==> config.mk <==
export PLATFORM = sky130hd
export DESIGN_NAME = fmp_div_cell
export DESIGN_NICKNAME = d
export VERILOG_FILES = /design/src/hw/rtl/fmp_pkg.sv /design/src/hw/rtl/fmp_div_cell.sv
export SDC_FILE = /design/constraint.sdc
export NUM_CORES = 1
export LEC_CHECK = 0
export BUFFER_PORTS_ARGS = -buffer_cell sky130_fd_sc_hd__buf_4
export CORE_AREA = 2 2 194 196
export CTS_BUF_LIST = sky130_fd_sc_hd__clkbuf_4
export CTS_CLUSTER_SIZE = 16
export DETAILED_ROUTE_END_ITERATION = 10
export DIE_AREA = 0 0 196 198
export HOLD_SLACK_MARGIN = 0.06
export SETUP_SLACK_MARGIN = 0.15
export SYNTH_ARGS = -nofsm -noshare
export SYNTH_HDL_FRONTEND = slang
export SYNTH_SLANG_ARGS = --single-unit
==> constraint.sdc <==
create_clock -name aclk -period 2.8 [get_ports aclk]
set_input_delay 0.56 -clock aclk [delete_from_list [all_inputs] [get_ports aclk]]
set_output_delay 0.56 -clock aclk [all_outputs]
set_load 0.02 [all_outputs]
==> src/hw/rtl/fmp_pkg.sv <==
// ----------------------------------------------------------------------------
// fmp_pkg
// shared widths, constants and pipeline payload types of the modulus
// projection datapath
// ----------------------------------------------------------------------------
package fmp_pkg;

    // sample format
    localparam int SAMPLE_WIDTH  = 24;
    localparam int MAG_WIDTH     = SAMPLE_WIDTH - 1;

    // stream widths, padded to whole bytes
    localparam int S_TDATA_WIDTH = ((3 * SAMPLE_WIDTH - 1 + 7) / 8) * 8;
    localparam int M_TDATA_WIDTH = ((2 * SAMPLE_WIDTH + 7) / 8) * 8;

    // square root chain
    localparam int SQ_WIDTH      = 2 * SAMPLE_WIDTH;
    localparam int ROOT_WIDTH    = SAMPLE_WIDTH;
    localparam int REM_WIDTH     = ROOT_WIDTH + 2;

    // division chain
    localparam int PRODU_WIDTH   = SAMPLE_WIDTH + MAG_WIDTH;
    localparam int NUM_WIDTH     = 2 * SAMPLE_WIDTH + 1;
    localparam int QUO_WIDTH     = MAG_WIDTH;
    localparam int PREM_WIDTH    = NUM_WIDTH - QUO_WIDTH;
    localparam int DIVS_WIDTH    = ROOT_WIDTH + 1;

    // blend weight, unsigned Q1.16
    localparam int WEIGHT_WIDTH  = 17;
    localparam int WEIGHT_FRAC   = WEIGHT_WIDTH - 1;
    localparam logic [WEIGHT_WIDTH-1:0] WEIGHT_ONE =
        WEIGHT_WIDTH'(64'd1 << WEIGHT_FRAC);

    // blend arithmetic
    localparam int PROD_WIDTH    = SAMPLE_WIDTH + WEIGHT_WIDTH + 1;
    localparam int BLEND_WIDTH   = PROD_WIDTH + 1;
    localparam int RND_WIDTH     = BLEND_WIDTH - WEIGHT_FRAC;
    localparam logic [BLEND_WIDTH-1:0] ROUND_HALF =
        BLEND_WIDTH'(64'd1 << (WEIGHT_FRAC - 1));
    localparam logic [RND_WIDTH-1:0] SAT_NEG_MAG =
        RND_WIDTH'(64'd1 << (SAMPLE_WIDTH - 1));
    localparam logic [RND_WIDTH-1:0] SAT_POS_MAG = SAT_NEG_MAG - RND_WIDTH'(1);
    localparam logic [SAMPLE_WIDTH-1:0] SAMPLE_MAX = {1'b0, {(SAMPLE_WIDTH-1){1'b1}}};
    localparam logic [SAMPLE_WIDTH-1:0] SAMPLE_MIN = {1'b1, {(SAMPLE_WIDTH-1){1'b0}}};

    // per-sample fields that ride along the whole pipeline
    typedef struct packed {
        logic [SAMPLE_WIDTH-1:0] re;
        logic [SAMPLE_WIDTH-1:0] im;
        logic [SAMPLE_WIDTH-1:0] are;
        logic [SAMPLE_WIDTH-1:0] aim;
        logic [MAG_WIDTH-1:0]    u;
        logic                    zero;
        logic                    last;
    } side_t;

    // one square root cell's worth of state
    typedef struct packed {
        logic [SQ_WIDTH-1:0]   rad;
        logic [ROOT_WIDTH-1:0] root;
        logic [REM_WIDTH-1:0]  rem;
        side_t                 side;
    } sqrt_state_t;

    // one divider lane: partial remainder, numerator bits then quotient bits
    typedef struct packed {
        logic [PREM_WIDTH-1:0] prem;
        logic [QUO_WIDTH-1:0]  nq;
    } div_lane_t;

    typedef struct packed {
        div_lane_t             re_lane;
        div_lane_t             im_lane;
        logic [DIVS_WIDTH-1:0] divisor;
        side_t                 side;
    } div_state_t;

    // finished result
    typedef struct packed {
        logic [SAMPLE_WIDTH-1:0] re;
        logic [SAMPLE_WIDTH-1:0] im;
        logic                    zero;
        logic                    last;
    } res_t;

endpackage

==> src/hw/rtl/fmp_div_cell.sv <==
// ----------------------------------------------------------------------------
// fmp_div_cell
// one restoring division step for the real and imaginary lanes, which share
// the divisor
// ----------------------------------------------------------------------------
module fmp_div_cell (
    input  logic               aclk,
    input  logic               aresetn,
    input  logic               en,
    input  logic               valid_in,
    input  fmp_pkg::div_state_t state_in,
    output logic               valid_out,
    output fmp_pkg::div_state_t state_out
);

    logic                valid_reg, valid_next;
    fmp_pkg::div_state_t state_reg, state_next;

    function automatic fmp_pkg::div_lane_t lane_step(
        input fmp_pkg::div_lane_t              lane,
        input logic [fmp_pkg::DIVS_WIDTH-1:0]  d
    );
        logic [fmp_pkg::PREM_WIDTH-1:0] r_sh;
        logic [fmp_pkg::PREM_WIDTH-1:0] d_ext;
        logic                           ge;
        fmp_pkg::div_lane_t             res;
        r_sh  = {lane.prem[fmp_pkg::PREM_WIDTH-2:0], lane.nq[fmp_pkg::QUO_WIDTH-1]};
        d_ext = fmp_pkg::PREM_WIDTH'(d);
        ge    = (r_sh >= d_ext);
        res.prem = ge ? (r_sh - d_ext) : r_sh;
        // quotient bit shifts in where the numerator bit left
        res.nq   = {lane.nq[fmp_pkg::QUO_WIDTH-2:0], ge};
        return res;
    endfunction

    always_comb begin
        state_next         = state_in;
        state_next.re_lane = lane_step(state_in.re_lane, state_in.divisor);
        state_next.im_lane = lane_step(state_in.im_lane, state_in.divisor);
        valid_next         = en ? valid_in : valid_reg;
    end

    always_ff @(posedge aclk) begin
        if (!aresetn) begin
            valid_reg <= 1'b0;
        end else begin
            valid_reg <= valid_next;
        end
    end

    always_ff @(posedge aclk) begin
        if (en) begin
            state_reg <= state_next;
        end
    end

    assign valid_out = valid_reg;
    assign state_out = state_reg;

endmodule

==> results.cfg <==
[clock_network]
cts.root.buffer_cell = clkbuf_4
clk_latency_ns = 0.75
clkSinkCount = 245
cts_buffer_depth = 3
clk_pin_slew_ns = 0.06
htreeDepth = 3
numCtsBuffers = 72
cts_tree = built

[synth]
syn_avg_cell_area_um2 = 14.7
synthCells = 718
syn_nets = 1018
synth_area_um2 = 10600
yosysUniqueCellTypes = 63
ys.flop_type = edfxtp_1
ys_ff_latch = 245
ys_seq_area_frac = 0.694
synth_commonest_cells = edfxtp_1 (244), nand2_1 (64), o21ai_0 (51)
async_reset_ff_frac = 0
synth_warnings = 0
yosysMostFrequentCell = edfxtp_1
synth_top_area_share = 0.692
synth-edff-count = 244
synth_top_area_cell = edfxtp_1
synthTopCellsByArea = edfxtp_1 (69%), ha_1 (5.9%), o21ai_0 (2.4%)

[worst_setup_path]
startpoint = state_in[173]
rrSetupSlack_ns = 1.64
start_kind = input pin
critPathMaxFanout = 12
worstPathRequired_ns = 3.27
crit_arrival_ns = 3.10
endpoint = state_out[178]
reg2regPathDepth = 3
path_class = input pin to register
rr_startpoint = valid_out
r2r_end = valid_out
end_kind = register

[placed_design]
hpwlAfterDp_um = 33600
dp.cells = 1797
place_ws_ns = -0.374
gp_congestion = 0.880
io_buffers = 490

[global_route]
track_usage = 0.227
grt_first_pass_wirelength_um = 64400
grt_pass1_vias = 10200
grt_max_degree = 74
antenna_found_initial = 9
grt_remaining_overflow = 0

[route]
antenna_left = 0
wirelength_um = 45200
firstDrtPassIters = 5
drcViolationCount = 0
first_iter_violations = 389
avgRoutedWirePerCell_um = 21.0
num_vias = 9865
vias_per_cell = 4.58

[worst_hold_path]
hold_path.class = input pin to register
holdPathStages = 3

[die]
core_area_um2 = 37000
design.die.area_um2 = 38800
start_util = 0.287
io_pins = 493
dieHeight_um = 198
dieWidth_um = 196
num_rows = 71

[timing]
report.final.slew_viol_count = 0
rsz0062_at_grt = no
finClkSkew_ns = 0
slew_headroom = 0.571
finalHoldViolations = 0
worst_pin_slew_ns = 0.644
max_freq_mhz = 380
fin_crit_sh = 0.940
setup_viol_count_final = 0
period_minus_slack_ns = 2.63
finalWorstSetupSlack_ns = 0.167

[power_and_ir_drop]
power.leakage_nw = 8.43
peakVddDrop_v = 0.000271
power.density_nw_per_um2 = 575
power_mw = 11.0

[finish]
nNetsFinal = 1927
n_fill_cell = 3198
syn2layout_area_growth_pct = 81.4
drive_above_1_share = 0.469
final_cells = 2156

[flow_run]
maxCapViolations = 0

[status]
status = finished clean
[kinds of logic after synthesis]
| logic type | Yosys count | share of synthesized area |
|---|---|---|
| adder cells (fa/ha/maj) | 52 | 0.0629 |
| multiplexers | 8 | 0.00933 |
| AO/OA/AOI/OAI | 174 | 0.111 |
| XOR/XNOR | 42 | 0.0347 |
| AND/OR/NAND/NOR | 145 | 0.0643 |
| flip-flops | 245 | 0.694 |
| buffers and inverters | 52 | 0.0237 |
[layout by cell type (no fill, tap or decap), types with 20 or more instances in the layout]
master and n:
buf_4 620, a21oi_1 32, o21ai_0 46, clkbuf_4 102
xnor2_1 21, xor2_1 21, edfxtp_1 244, nor2_1 29
a21o_1 20, dlygate4sd3_1 219, inv_1 32, nand2_1 64
ha_1 45
[where the power goes]
| part | internal [mW] | switching [mW] |
|---|---|---|
| Clock | 1.96 | 1.68 |
| Sequential | 4.46 | 0.121 |
| Combinational | 1.39 | 1.44 |
| Total | 7.80 | 3.24 |
[flip-flops by register name, summed over array words and instances (netlist names)]
| signal | count |
|---|---|
| state_out | 244 |
| valid_out | 1 |
[through the flow]
| step | hold slack, ns | util | TNS, ns | cell area (um^2) |
|---|---|---|---|---|
| 4_1_cts | 0.0609 | 0.515 | 0 | 19000 |
| 6_report | 0.142 | 0.520 | 0 | 19200 |
| 5_1_grt | 0.0740 | 0.520 | 0 | 19200 |
| 3_5_place_dp | 0.509 | 0.430 | -15.57 | 15900 |
| 3_3_place_gp | 0.499 | 0.430 | -13.59 | 15900 |
| 2_1_floorplan | 0.589 | - | -0.267 | 10700 |
[worst max-delay path: stages]
cell and delay [ns]:
dlygate4sd3_1 0.54, buf_4 0.14, ha_1 0.28, and3_2 0.24, a221oi_4 0.29, o21ai_4 0.11
a21oi_4 0.19, o21ai_4 0.10, a21oi_4 0.19, buf_12 0.16, mux2_4 0.29
[layer usage]
metal	vias to the layer above	GRT usage	wire (um)
met2	439	0.388	22400
met3	94	0.0714	3400
met4	6	0.0979	1760
met1	4721	0.262	17600
met5	-	0	41
li1	4605	-	-
[area by class of cell]
class                      instances  area, um^2  area share
inverter                          38         168     0.00873
multi-input combinational        421        3130       0.163
clock buffer                     102         766      0.0399
antenna                            7        17.5    0.000912
clock inverter                    20         171     0.00892
sequential                       245        7350       0.382
timing repair buffer             849        7020       0.365
tap                              474         593      0.0309
[worst min-delay path by stage]
stage,from,to,slack (ns)
after floorplan,valid_out,valid_out,0.59
after global placement,valid_out,valid_out,0.50
after detailed placement,valid_out,valid_out,0.51
after CTS,state_in[222],state_out[223],0.06
after global routing,state_in[218],state_out[219],0.07
final,state_in[181],state_out[182],0.14
[timing repair]
action,4_1_cts,5_1_grt
resized for setup,0,21
hold endpoints to repair,219,0
buffers inserted,0,9
setup endpoints to repair,0,45
hold buffers,220,0
Power figures use the tool's default switching activity.
