`src/hw/rtl/fmp_pkg.sv`:
```
// ----------------------------------------------------------------------------
// fmp_pkg
// shared widths, constants and pipeline payload types of the modulus
// projection datapath
// ----------------------------------------------------------------------------
package fmp_pkg;

    // sample format
    localparam int SAMPLE_WIDTH  = 24;
    localparam int MAG_WIDTH     = SAMPLE_WIDTH - 1;

    // stream widths, padded to whole bytes
    localparam int S_TDATA_WIDTH = ((3 * SAMPLE_WIDTH - 1 + 7) / 8) * 8;
    localparam int M_TDATA_WIDTH = ((2 * SAMPLE_WIDTH + 7) / 8) * 8;

    // square root chain
    localparam int SQ_WIDTH      = 2 * SAMPLE_WIDTH;
    localparam int ROOT_WIDTH    = SAMPLE_WIDTH;
    localparam int REM_WIDTH     = ROOT_WIDTH + 2;

    // division chain
    localparam int PRODU_WIDTH   = SAMPLE_WIDTH + MAG_WIDTH;
    localparam int NUM_WIDTH     = 2 * SAMPLE_WIDTH + 1;
    localparam int QUO_WIDTH     = MAG_WIDTH;
    localparam int PREM_WIDTH    = NUM_WIDTH - QUO_WIDTH;
    localparam int DIVS_WIDTH    = ROOT_WIDTH + 1;

    // blend weight, unsigned Q1.16
    localparam int WEIGHT_WIDTH  = 17;
    localparam int WEIGHT_FRAC   = WEIGHT_WIDTH - 1;
    localparam logic [WEIGHT_WIDTH-1:0] WEIGHT_ONE =
        WEIGHT_WIDTH'(64'd1 << WEIGHT_FRAC);

    // blend arithmetic
    localparam int PROD_WIDTH    = SAMPLE_WIDTH + WEIGHT_WIDTH + 1;
    localparam int BLEND_WIDTH   = PROD_WIDTH + 1;
    localparam int RND_WIDTH     = BLEND_WIDTH - WEIGHT_FRAC;
    localparam logic [BLEND_WIDTH-1:0] ROUND_HALF =
        BLEND_WIDTH'(64'd1 << (WEIGHT_FRAC - 1));
    localparam logic [RND_WIDTH-1:0] SAT_NEG_MAG =
        RND_WIDTH'(64'd1 << (SAMPLE_WIDTH - 1));
    localparam logic [RND_WIDTH-1:0] SAT_POS_MAG = SAT_NEG_MAG - RND_WIDTH'(1);
    localparam logic [SAMPLE_WIDTH-1:0] SAMPLE_MAX = {1'b0, {(SAMPLE_WIDTH-1){1'b1}}};
    localparam logic [SAMPLE_WIDTH-1:0] SAMPLE_MIN = {1'b1, {(SAMPLE_WIDTH-1){1'b0}}};

    // per-sample fields that ride along the whole pipeline
    typedef struct packed {
        logic [SAMPLE_WIDTH-1:0] re;
        logic [SAMPLE_WIDTH-1:0] im;
        logic [SAMPLE_WIDTH-1:0] are;
        logic [SAMPLE_WIDTH-1:0] aim;
        logic [MAG_WIDTH-1:0]    u;
        logic                    zero;
        logic                    last;
    } side_t;

    // one square root cell's worth of state
    typedef struct packed {
        logic [SQ_WIDTH-1:0]   rad;
        logic [ROOT_WIDTH-1:0] root;
        logic [REM_WIDTH-1:0]  rem;
        side_t                 side;
    } sqrt_state_t;

    // one divider lane: partial remainder, numerator bits then quotient bits
    typedef struct packed {
        logic [PREM_WIDTH-1:0] prem;
        logic [QUO_WIDTH-1:0]  nq;
    } div_lane_t;

    typedef struct packed {
        div_lane_t             re_lane;
        div_lane_t             im_lane;
        logic [DIVS_WIDTH-1:0] divisor;
        side_t                 side;
    } div_state_t;

    // finished result
    typedef struct packed {
        logic [SAMPLE_WIDTH-1:0] re;
        logic [SAMPLE_WIDTH-1:0] im;
        logic                    zero;
        logic                    last;
    } res_t;

endpackage

```
`src/hw/rtl/fmp_sqrt_cell.sv`:
```
// ----------------------------------------------------------------------------
// fmp_sqrt_cell
// one step of the digit-by-digit square root: two radicand bits in, one root
// bit out
// ----------------------------------------------------------------------------
module fmp_sqrt_cell (
    input  logic                aclk,
    input  logic                aresetn,
    input  logic                en,
    input  logic                valid_in,
    input  fmp_pkg::sqrt_state_t state_in,
    output logic                valid_out,
    output fmp_pkg::sqrt_state_t state_out
);

    logic                          valid_reg, valid_next;
    fmp_pkg::sqrt_state_t          state_reg, state_next;
    logic [fmp_pkg::REM_WIDTH-1:0] rem_sh;
    logic [fmp_pkg::REM_WIDTH-1:0] trial;

    always_comb begin
        rem_sh = {state_in.rem[fmp_pkg::REM_WIDTH-3:0],
                  state_in.rad[fmp_pkg::SQ_WIDTH-1 -: 2]};
        trial  = {state_in.root, 2'b01};
        state_next     = state_in;
        state_next.rad = {state_in.rad[fmp_pkg::SQ_WIDTH-3:0], 2'b00};
        if (rem_sh >= trial) begin
            state_next.rem  = rem_sh - trial;
            state_next.root = {state_in.root[fmp_pkg::ROOT_WIDTH-2:0], 1'b1};
        end else begin
            state_next.rem  = rem_sh;
            state_next.root = {state_in.root[fmp_pkg::ROOT_WIDTH-2:0], 1'b0};
        end
        valid_next = en ? valid_in : valid_reg;
    end

    always_ff @(posedge aclk) begin
        if (!aresetn) begin
            valid_reg <= 1'b0;
        end else begin
            valid_reg <= valid_next;
        end
    end

    always_ff @(posedge aclk) begin
        if (en) begin
            state_reg <= state_next;
        end
    end

    assign valid_out = valid_reg;
    assign state_out = state_reg;

endmodule

```
`config.mk`:
```
export PLATFORM = sky130hd
export DESIGN_NAME = fmp_sqrt_cell
export DESIGN_NICKNAME = d
export VERILOG_FILES = /design/src/hw/rtl/fmp_pkg.sv /design/src/hw/rtl/fmp_sqrt_cell.sv
export SDC_FILE = /design/constraint.sdc
export NUM_CORES = 1
export LEC_CHECK = 0
export BUFFER_PORTS_ARGS = -buffer_cell sky130_fd_sc_hd__buf_2
export CAP_MARGIN = 20
export CORE_AREA = 2 2 170 172
export DETAILED_ROUTE_END_ITERATION = 8
export DIE_AREA = 0 0 172 174
export PLACE_DENSITY = 0.54
export REMOVE_ABC_BUFFERS = 1
export SLEW_MARGIN = 30
export SYNTH_ARGS = -nofsm -noshare
export SYNTH_HDL_FRONTEND = slang
export SYNTH_SLANG_ARGS = --single-unit
```
`constraint.sdc`:
```
create_clock -name aclk -period 4.15 [get_ports aclk]
set_input_delay 0.415 -clock aclk [delete_from_list [all_inputs] [get_ports aclk]]
set_output_delay 0.415 -clock aclk [all_outputs]
set_load 0.005 [all_outputs]
```
==> results of run 1 <==
[cell usage in the layout, fill, tap and decap left out, types with 3 or more instances in the layout]
cell	n
buf_2	437
edfxtp_1	217
inv_1	32
a21oi_1	31
ha_1	26
clkbuf_16	25
nor2_1	20
nand2_1	18
mux2_4	15
xnor2_1	14
o21ai_0	12
a21o_1	9
xor2_1	9
nand4_1	8
mux2_2	8
clkinv_2	7
nand3_1	6
diode_2	4
o21a_1	4
a211oi_1	4
o31ai_1	3
a31oi_1	3
mux2i_1	3
nor3_1	3
clkinv_1	3
bufinv_16	3
clkinv_4	3
[per-stage QoR]
stage	cell area [um2]	hold slack, ps
floorplan	8410	507
global placement	11100	499
detailed placement	11100	510
CTS	12000	41.5
global route	12000	33.0
finish	12000	70.2
[final cells by class]
type | count | area share, %
antenna | 4 | 0.0834
clock buffer | 26 | 5.24
clock inverter | 19 | 1.58
inverter | 32 | 1.00
multi-input combinational | 227 | 14.6
sequential | 218 | 54.5
tap | 384 | 4.00
timing repair buffer | 443 | 19.0
[metal layers]
metal | track usage (%) | share of wire, % | up-vias
li1 | - | - | 2795
met1 | 19.5 | 37 | 2810
met2 | 30.1 | 51 | 248
met3 | 6.10 | 10 | 48
met4 | 4.80 | 2.0 | 16
met5 | 0 | 0.37 | -
[flip-flops by register name (all words and copies together) (netlist names)]
signal / count
state_out: 217
valid_out: 1
[worst max-delay path: stages]
cell	delay, ps
buf_2	110
ha_1	350
nor2b_1	170
o31a_1	270
o31ai_1	450
a21o_1	240
a211oi_2	110
nor2_4	370
buf_12	240
mux2_2	350
[path summary, 6_finish.rpt]
| kind | from | to | slack (ps) | cells after the start |
|---|---|---|---|---|
| max | state_in[121] | state_out[125] | 1320 | 10 |
| min | state_in[118] | state_out[118] | 70 | 1 |
| max reg2reg | valid_out | valid_out | 3550 | 2 |
| min reg2reg | valid_out | valid_out | 520 | 2 |
[power groups by stage]
stage          Clock [W]  Combinational, W  Sequential (W)
4_1_cts          0.00227          0.000764         0.00269
3_5_place_dp           0          0.000761         0.00273
5_1_grt          0.00236          0.000819         0.00270
2_1_floorplan          0          0.000272         0.00277
3_3_place_gp           0          0.000754         0.00273
6_report         0.00220          0.000748         0.00269
[cells by family after synthesis]
logic type               share of synthesized area [%]
flip-flops                                        77.1
AO/OA/AOI/OAI                                     6.11
AND/OR/NAND/NOR                                   4.15
buffers and inverters                             2.35
adder cells (fa/ha/maj)                           3.84
multiplexers                                      4.07
XOR/XNOR                                          2.38
other                                           0.0442
[cells in the mapped netlist (6+ instances only)]
master      n  area share, %
ha_1       26            3.8
inv_1      32            1.4
nand4_1     8           0.59
xnor2_1    14            1.4
xor2_1      9           0.93
nor2_1     20           0.89
a21oi_1    31            1.8
a21o_1      9           0.80
nand2_1    18           0.80
mux2_2      8            1.1
edfxtp_1  217             77
mux2_4     15            2.7
o21ai_0    12           0.71
nand3_1     6           0.35
buf_2       6           0.35
==> run_results.csv, run 1 <==
group,metric,value,unit
outcome,status,"finished, final reports clean",
synthesis,synth-seq-cells,218,
die,die_w,172,um
power_and_ir_drop,power.internal,0.00430,W
place,place_ws,690,ps
synthesis,synth_edf_count,217,
power_and_ir_drop,p_comb_share,13.3,%
clock_network,clk_pin_slew_worst_paths,60,ps
sta,worstMarginPinSlew,646,ps
place,dp_hpwl,21400,um
setup_path,crit_fanout,18,
layout,nFillCells,2703,
sta,final.period_utilization,68.2,%
routing,wl_per_cell,20.0,um
synthesis,yosysWarningCount,0,
setup_path,critPathLaunchType,"input port",
layout,final_net_count,1196,
sta,setup_viol,0,
setup_path,arrival,3080,ps
place,port_buffers,438,
sta,drv_slew,0,
power_and_ir_drop,pwr-share-seq,47.7,%
routing,first_pass_iters,4,
global_routing,grt_max_degree,121,
synthesis,async_flop_share,0,%
global_routing,gr-usage-all-layers,17.1,%
clock_network,cts.path.max_buffers,3,
global_routing,overflow,0,
routing,detail-route-antenna-nets,0,
layout,seq_area,6540,um2
sta,relSlewSlack,56.3,%
routing,drcViolationCount,0,
synthesis,syn_inst,489,
sta,period_minus_slack,2830,ps
synthesis,yosysUniqueCellTypes,49,
global_routing,grt_pass1_wl,37400,um
layout,fin_cells,1353,
clock_network,post-cts-setup-buffer-count,0,
setup_path,worstSetupEndpointType,"flop",
sta,max_freq,354,MHz
synthesis,synth_ff_type,"edfxtp_1",
die,initial_core_util,30.0,%
layout,syn_to_final_growth,41.5,%
routing,vias,5917,
place,place_congestion,0.808,
die,fp.dieH,174,um
job,maxCapViolations,0,
clock_network,cts_resized,0,
global_routing,antenna_found_initial,13,
power_and_ir_drop,totalPowerFinal,0.00563,W
sta,finalWorstSetupSlack,1320,ps
power_and_ir_drop,p_sw_share,23.7,%
clock_network,ctsHoldBuffers,0,
power_and_ir_drop,p_per_area,470,nW/um2
sta,fin_tns_setup,0,ps
routing,drtIter0Drc,388,
synthesis,syn_area,8480,um2
die,rows,62,
layout,utilization,42.5,%
die,pin_count,443,
synthesis,syn_area_per_cell,17.3,um2
power_and_ir_drop,p_leak,5.26,nW
layout,multi_input_area,1750,um2
setup_path,cp_data_required_time,4410,ps
clock_network,numCtsBuffers,25,
die,coreArea,28200,um2
power_and_ir_drop,p_switching,0.00134,W
routing,viasPerCell,4.37,
sta,finClkSkew,0,ps
place,dp_cells,1303,
clock_network,clk_latency,510,ps
clock_network,clock-sinks,218,
layout,drive_gt1_share,53.5,%
sta,rsz0062_at_grt,"no",
die,die_area,29900,um2
clock_network,root_buffer,"clkbuf_16",
routing,wl,27000,um
power_and_ir_drop,clock_power_share,39.1,%
synthesis,ys_seq_area_share,77.1,%
sta,timing_hold_violations_final,0,
clock_network,cts_tree,"built",
power_and_ir_drop,ir_drop,0.239,mV
setup_path,crit_type,"input port to flop",
global_routing,grt_pass1_vias,5809,
min_path,hp-class,"input port to flop",
clock_network,htree_levels,1,
No activity file was read; power rests on OpenSTA's default activity.
==> run 2, diff against run 1 <==
--- a/config.mk
+++ b/config.mk
@@ -5,12 +5,13 @@
 export SDC_FILE = /design/constraint.sdc
 export NUM_CORES = 1
 export LEC_CHECK = 0
+export ABC_AREA = 1
 export BUFFER_PORTS_ARGS = -buffer_cell sky130_fd_sc_hd__buf_2
 export CAP_MARGIN = 20
-export CORE_AREA = 2 2 170 172
+export CORE_AREA = 2 2 173 175
 export DETAILED_ROUTE_END_ITERATION = 8
-export DIE_AREA = 0 0 172 174
-export PLACE_DENSITY = 0.54
+export DIE_AREA = 0 0 175 177
+export PLACE_DENSITY = 0.57
 export REMOVE_ABC_BUFFERS = 1
 export SLEW_MARGIN = 30
 export SYNTH_ARGS = -nofsm -noshare
==> constraint.sdc (replaced) <==
create_clock -name aclk -period 2.45 [get_ports aclk]
set_input_delay 0.245 -clock aclk [delete_from_list [all_inputs] [get_ports aclk]]
set_output_delay 0.245 -clock aclk [all_outputs]
set_load 0.005 [all_outputs]
==> run 2 against run 1 <==
Compared with the run above:
- global-route usage grew 3.2 points
- hold slack gained 2.9 ps
- setup slack got worse by 1100 ps
- via count increased by 32%
- critical endpoint is now state_out[146]
- die area increased by 3.5%
- largest cell class unchanged
- wire length rose by 21%
- utilization increased by 7.1 points
- total power grew 73%
- critical path depth grew 3
- register-to-register slack lost 2300 ps
- clock power up 64%
- synthesized cell count is 50% higher
==> run_results.csv, run 2 <==
group,metric,value,unit
die,coreArea,29200,um2
die,initial_core_util,30.8,%
power_and_ir_drop,p_leak,6.82,nW
place,place_congestion,0.918,
synthesis,yosys.area_share.simple,14.4,%
layout,largest_register_ff_count,217,
synthesis,yosysUniqueCellTypes,28,
global_routing,grt_max_degree,72,
routing,vias,7819,
die,rows,63,
clock_network,numCtsBuffers,25,
clock_network,root_buffer,"clkbuf_16",
synthesis,syn_inst,732,
synthesis,synth-seq-cells,218,
job,maxCapViolations,0,
synthesis,yosysWarningCount,0,
layout,drive_gt1_share,35.7,%
sta,finClkSkew,0,ps
routing,drcViolationCount,0,
clock_network,cts_tree,"built",
power_and_ir_drop,ir_drop,0.425,mV
outcome,status,"finished, final reports clean",
place,dp_cells,1567,
layout,final_net_count,1645,
routing,first_pass_iters,8,
setup_path,arrival,2510,ps
min_path,hp-class,"input port to flop",
sta,timing_hold_violations_final,0,
clock_network,htree_levels,1,
routing,drtIter0Drc,516,
layout,fin_cells,1805,
layout,final_cell_mix,"buf_2 (437), edfxtp_1 (217), nand2_1 (206)",
global_routing,overflow,0,
sta,holdWs,73.1,ps
die,pin_count,443,
synthesis,synthAdderAreaFrac,3.61,%
place,place_ws,244,ps
setup_path,crit_fanout,11,
clock_network,cts_resized,0,
sta,fin_tns_setup,0,ps
sta,period_minus_slack,2240,ps
sta,setup_viol,0,
clock_network,clk_latency,510,ps
routing,wl,32800,um
min_path,worstHoldStart,"state_in[136]",
layout,final_common_cell,"buf_2",
sta,rsz0062_at_grt,"no",
power_and_ir_drop,totalPowerFinal,0.00975,W
sta,relSlewSlack,61.1,%
synthesis,synth_compound_area_share,1.88,%
setup_path,worstSetupEndpointType,"flop",
sta,drv_slew,0,
routing,detail-route-antenna-nets,0,
die,die_area,31000,um2
sta,final.period_utilization,91.4,%
setup_path,critPathMaxStageDelay,540,ps
setup_path,cp_cell_sequence,"dlygate4sd3_1 -> buf_2 -> inv_1 -> ha_1 -> nand2_1 -> inv_1 -> a21oi_1 -> nand2_1 -> a21oi_4 -> nand3_2 -> buf_4 -> nand3_1 -> nand2_1",
synthesis,synth_most_common_cell,"edfxtp_1",
layout,nFillCells,2635,
synthesis,yosys.area.top_type,"edfxtp_1",
synthesis,synth_top_area_share,72.4,%
global_routing,gr-usage-all-layers,20.3,%
sta,finalWorstSetupSlack,211,ps
global_routing,grt_pass1_wl,47400,um
power_and_ir_drop,p_per_area,673,nW/um2
setup_path,cp-startpoint,"state_in[162]",
setup_path,critPathLaunchType,"input port",
layout,syn_to_final_growth,61.0,%
place,dp_hpwl,23700,um
synthesis,syn_area,9000,um2
setup_path,timing.rr.start,"valid_out",
sta,max_freq,447,MHz
synthesis,synth_xor_area_share,1.36,%
sta,worstMarginPinSlew,584,ps
synthesis,synth_ff_type,"edfxtp_1",
synthesis,yosys-top-cells-area,"edfxtp_1 (72%), nand2_1 (8.6%), inv_1 (5.4%)",
synthesis,syn_area_per_cell,12.3,um2
routing,wl_per_cell,18.2,um
synthesis,synth_top_family_by_area,"simple AND/OR/NAND/NOR gates",
clock_network,clock-sinks,218,
synthesis,synthTopCellsByCount,"edfxtp_1 (217), nand2_1 (206), inv_1 (129)",
synthesis,synth_edf_count,217,
die,die_w,175,um
synthesis,ys_seq_area_share,72.6,%
routing,viasPerCell,4.33,
die,fp.dieH,177,um
clock_network,post-cts-setup-buffer-count,0,
synthesis,synthMuxAreaShare,0,%
setup_path,cp_data_required_time,2720,ps
synthesis,async_flop_share,0,%
global_routing,antenna_found_initial,6,
place,port_buffers,438,
clock_network,clk_pin_slew_worst_paths,60,ps
setup_path,crit_type,"input port to flop",
setup_path,cpMaxStageDelayCell,"dlygate4sd3_1",
global_routing,grt_pass1_vias,7804,
clock_network,cts.path.max_buffers,3,
setup_path,cp_common_cell,"nand2_1",
run 2: cells by family after synthesis:
family,count (synthesis)
other,1
and+or+nand+nor,303
xor gates and xnor gates,14
DFF,218
adders and majority gates,26
buffers and inverters,139
AOI/OAI and AO/OA,31
run 2: final cells by class:
class | instances | area, um2 | share of cell area (%)
sequential | 218 | 6540 | 45.1
timing repair buffer | 645 | 4270 | 29.5
multi-input combinational | 376 | 1920 | 13.2
clock buffer | 27 | 633 | 4.37
inverter | 130 | 488 | 3.37
tap | 390 | 488 | 3.37
clock inverter | 17 | 149 | 1.03
antenna | 2 | 5.00 | 0.0345
run 2: timing repair:
action                                  4_1_cts  5_1_grt
hold buffers                                192        0
endpoints found under the setup margin        0        0
hold endpoints to repair                    191        0
run 2: power by group:
group	internal [W]	total [W]	leakage [nW]	switching (W)
sequential	0.00448	0.00456	2.13	0.0000855
clock	0.00208	0.00361	0.380	0.00153
combinational	0.000749	0.00158	4.31	0.000827
total	0.00731	0.00975	6.82	0.00244
run 2: per-layer routing:
layer / track usage [%] / routed length (um) / vias up
met5: 0 / 36 / -
met4: 7.36 / 1140 / 6
met3: 4.40 / 2110 / 70
met2: 36.3 / 16700 / 290
met1: 23.9 / 12800 / 3681
li1: - / - / 3772
run 2: final timing paths:
| kind | end | slack [ps] | cells after the start |
|---|---|---|---|
| max | state_out[146] | 210 | 13 |
| min | state_out[138] | 70 | 3 |
| max reg2reg | valid_out | 1250 | 3 |
| min reg2reg | valid_out | 1100 | 3 |
run 2: worst max-delay path: cells and delay by family:
kind	cells	cell delay [ps]
AO/OA/AOI/OAI	2	300
adder cells (fa/ha/maj)	1	330
buffers and inverters	5	1020
AND/OR/NAND/NOR	5	620
run 2: metrics by stage:
stage | cell area (um2) | util, %
floorplan | 8940 | -
global placement | 11800 | 40.3
detailed placement | 11800 | 40.3
CTS | 14500 | 49.5
global route | 14500 | 49.5
finish | 14500 | 49.5
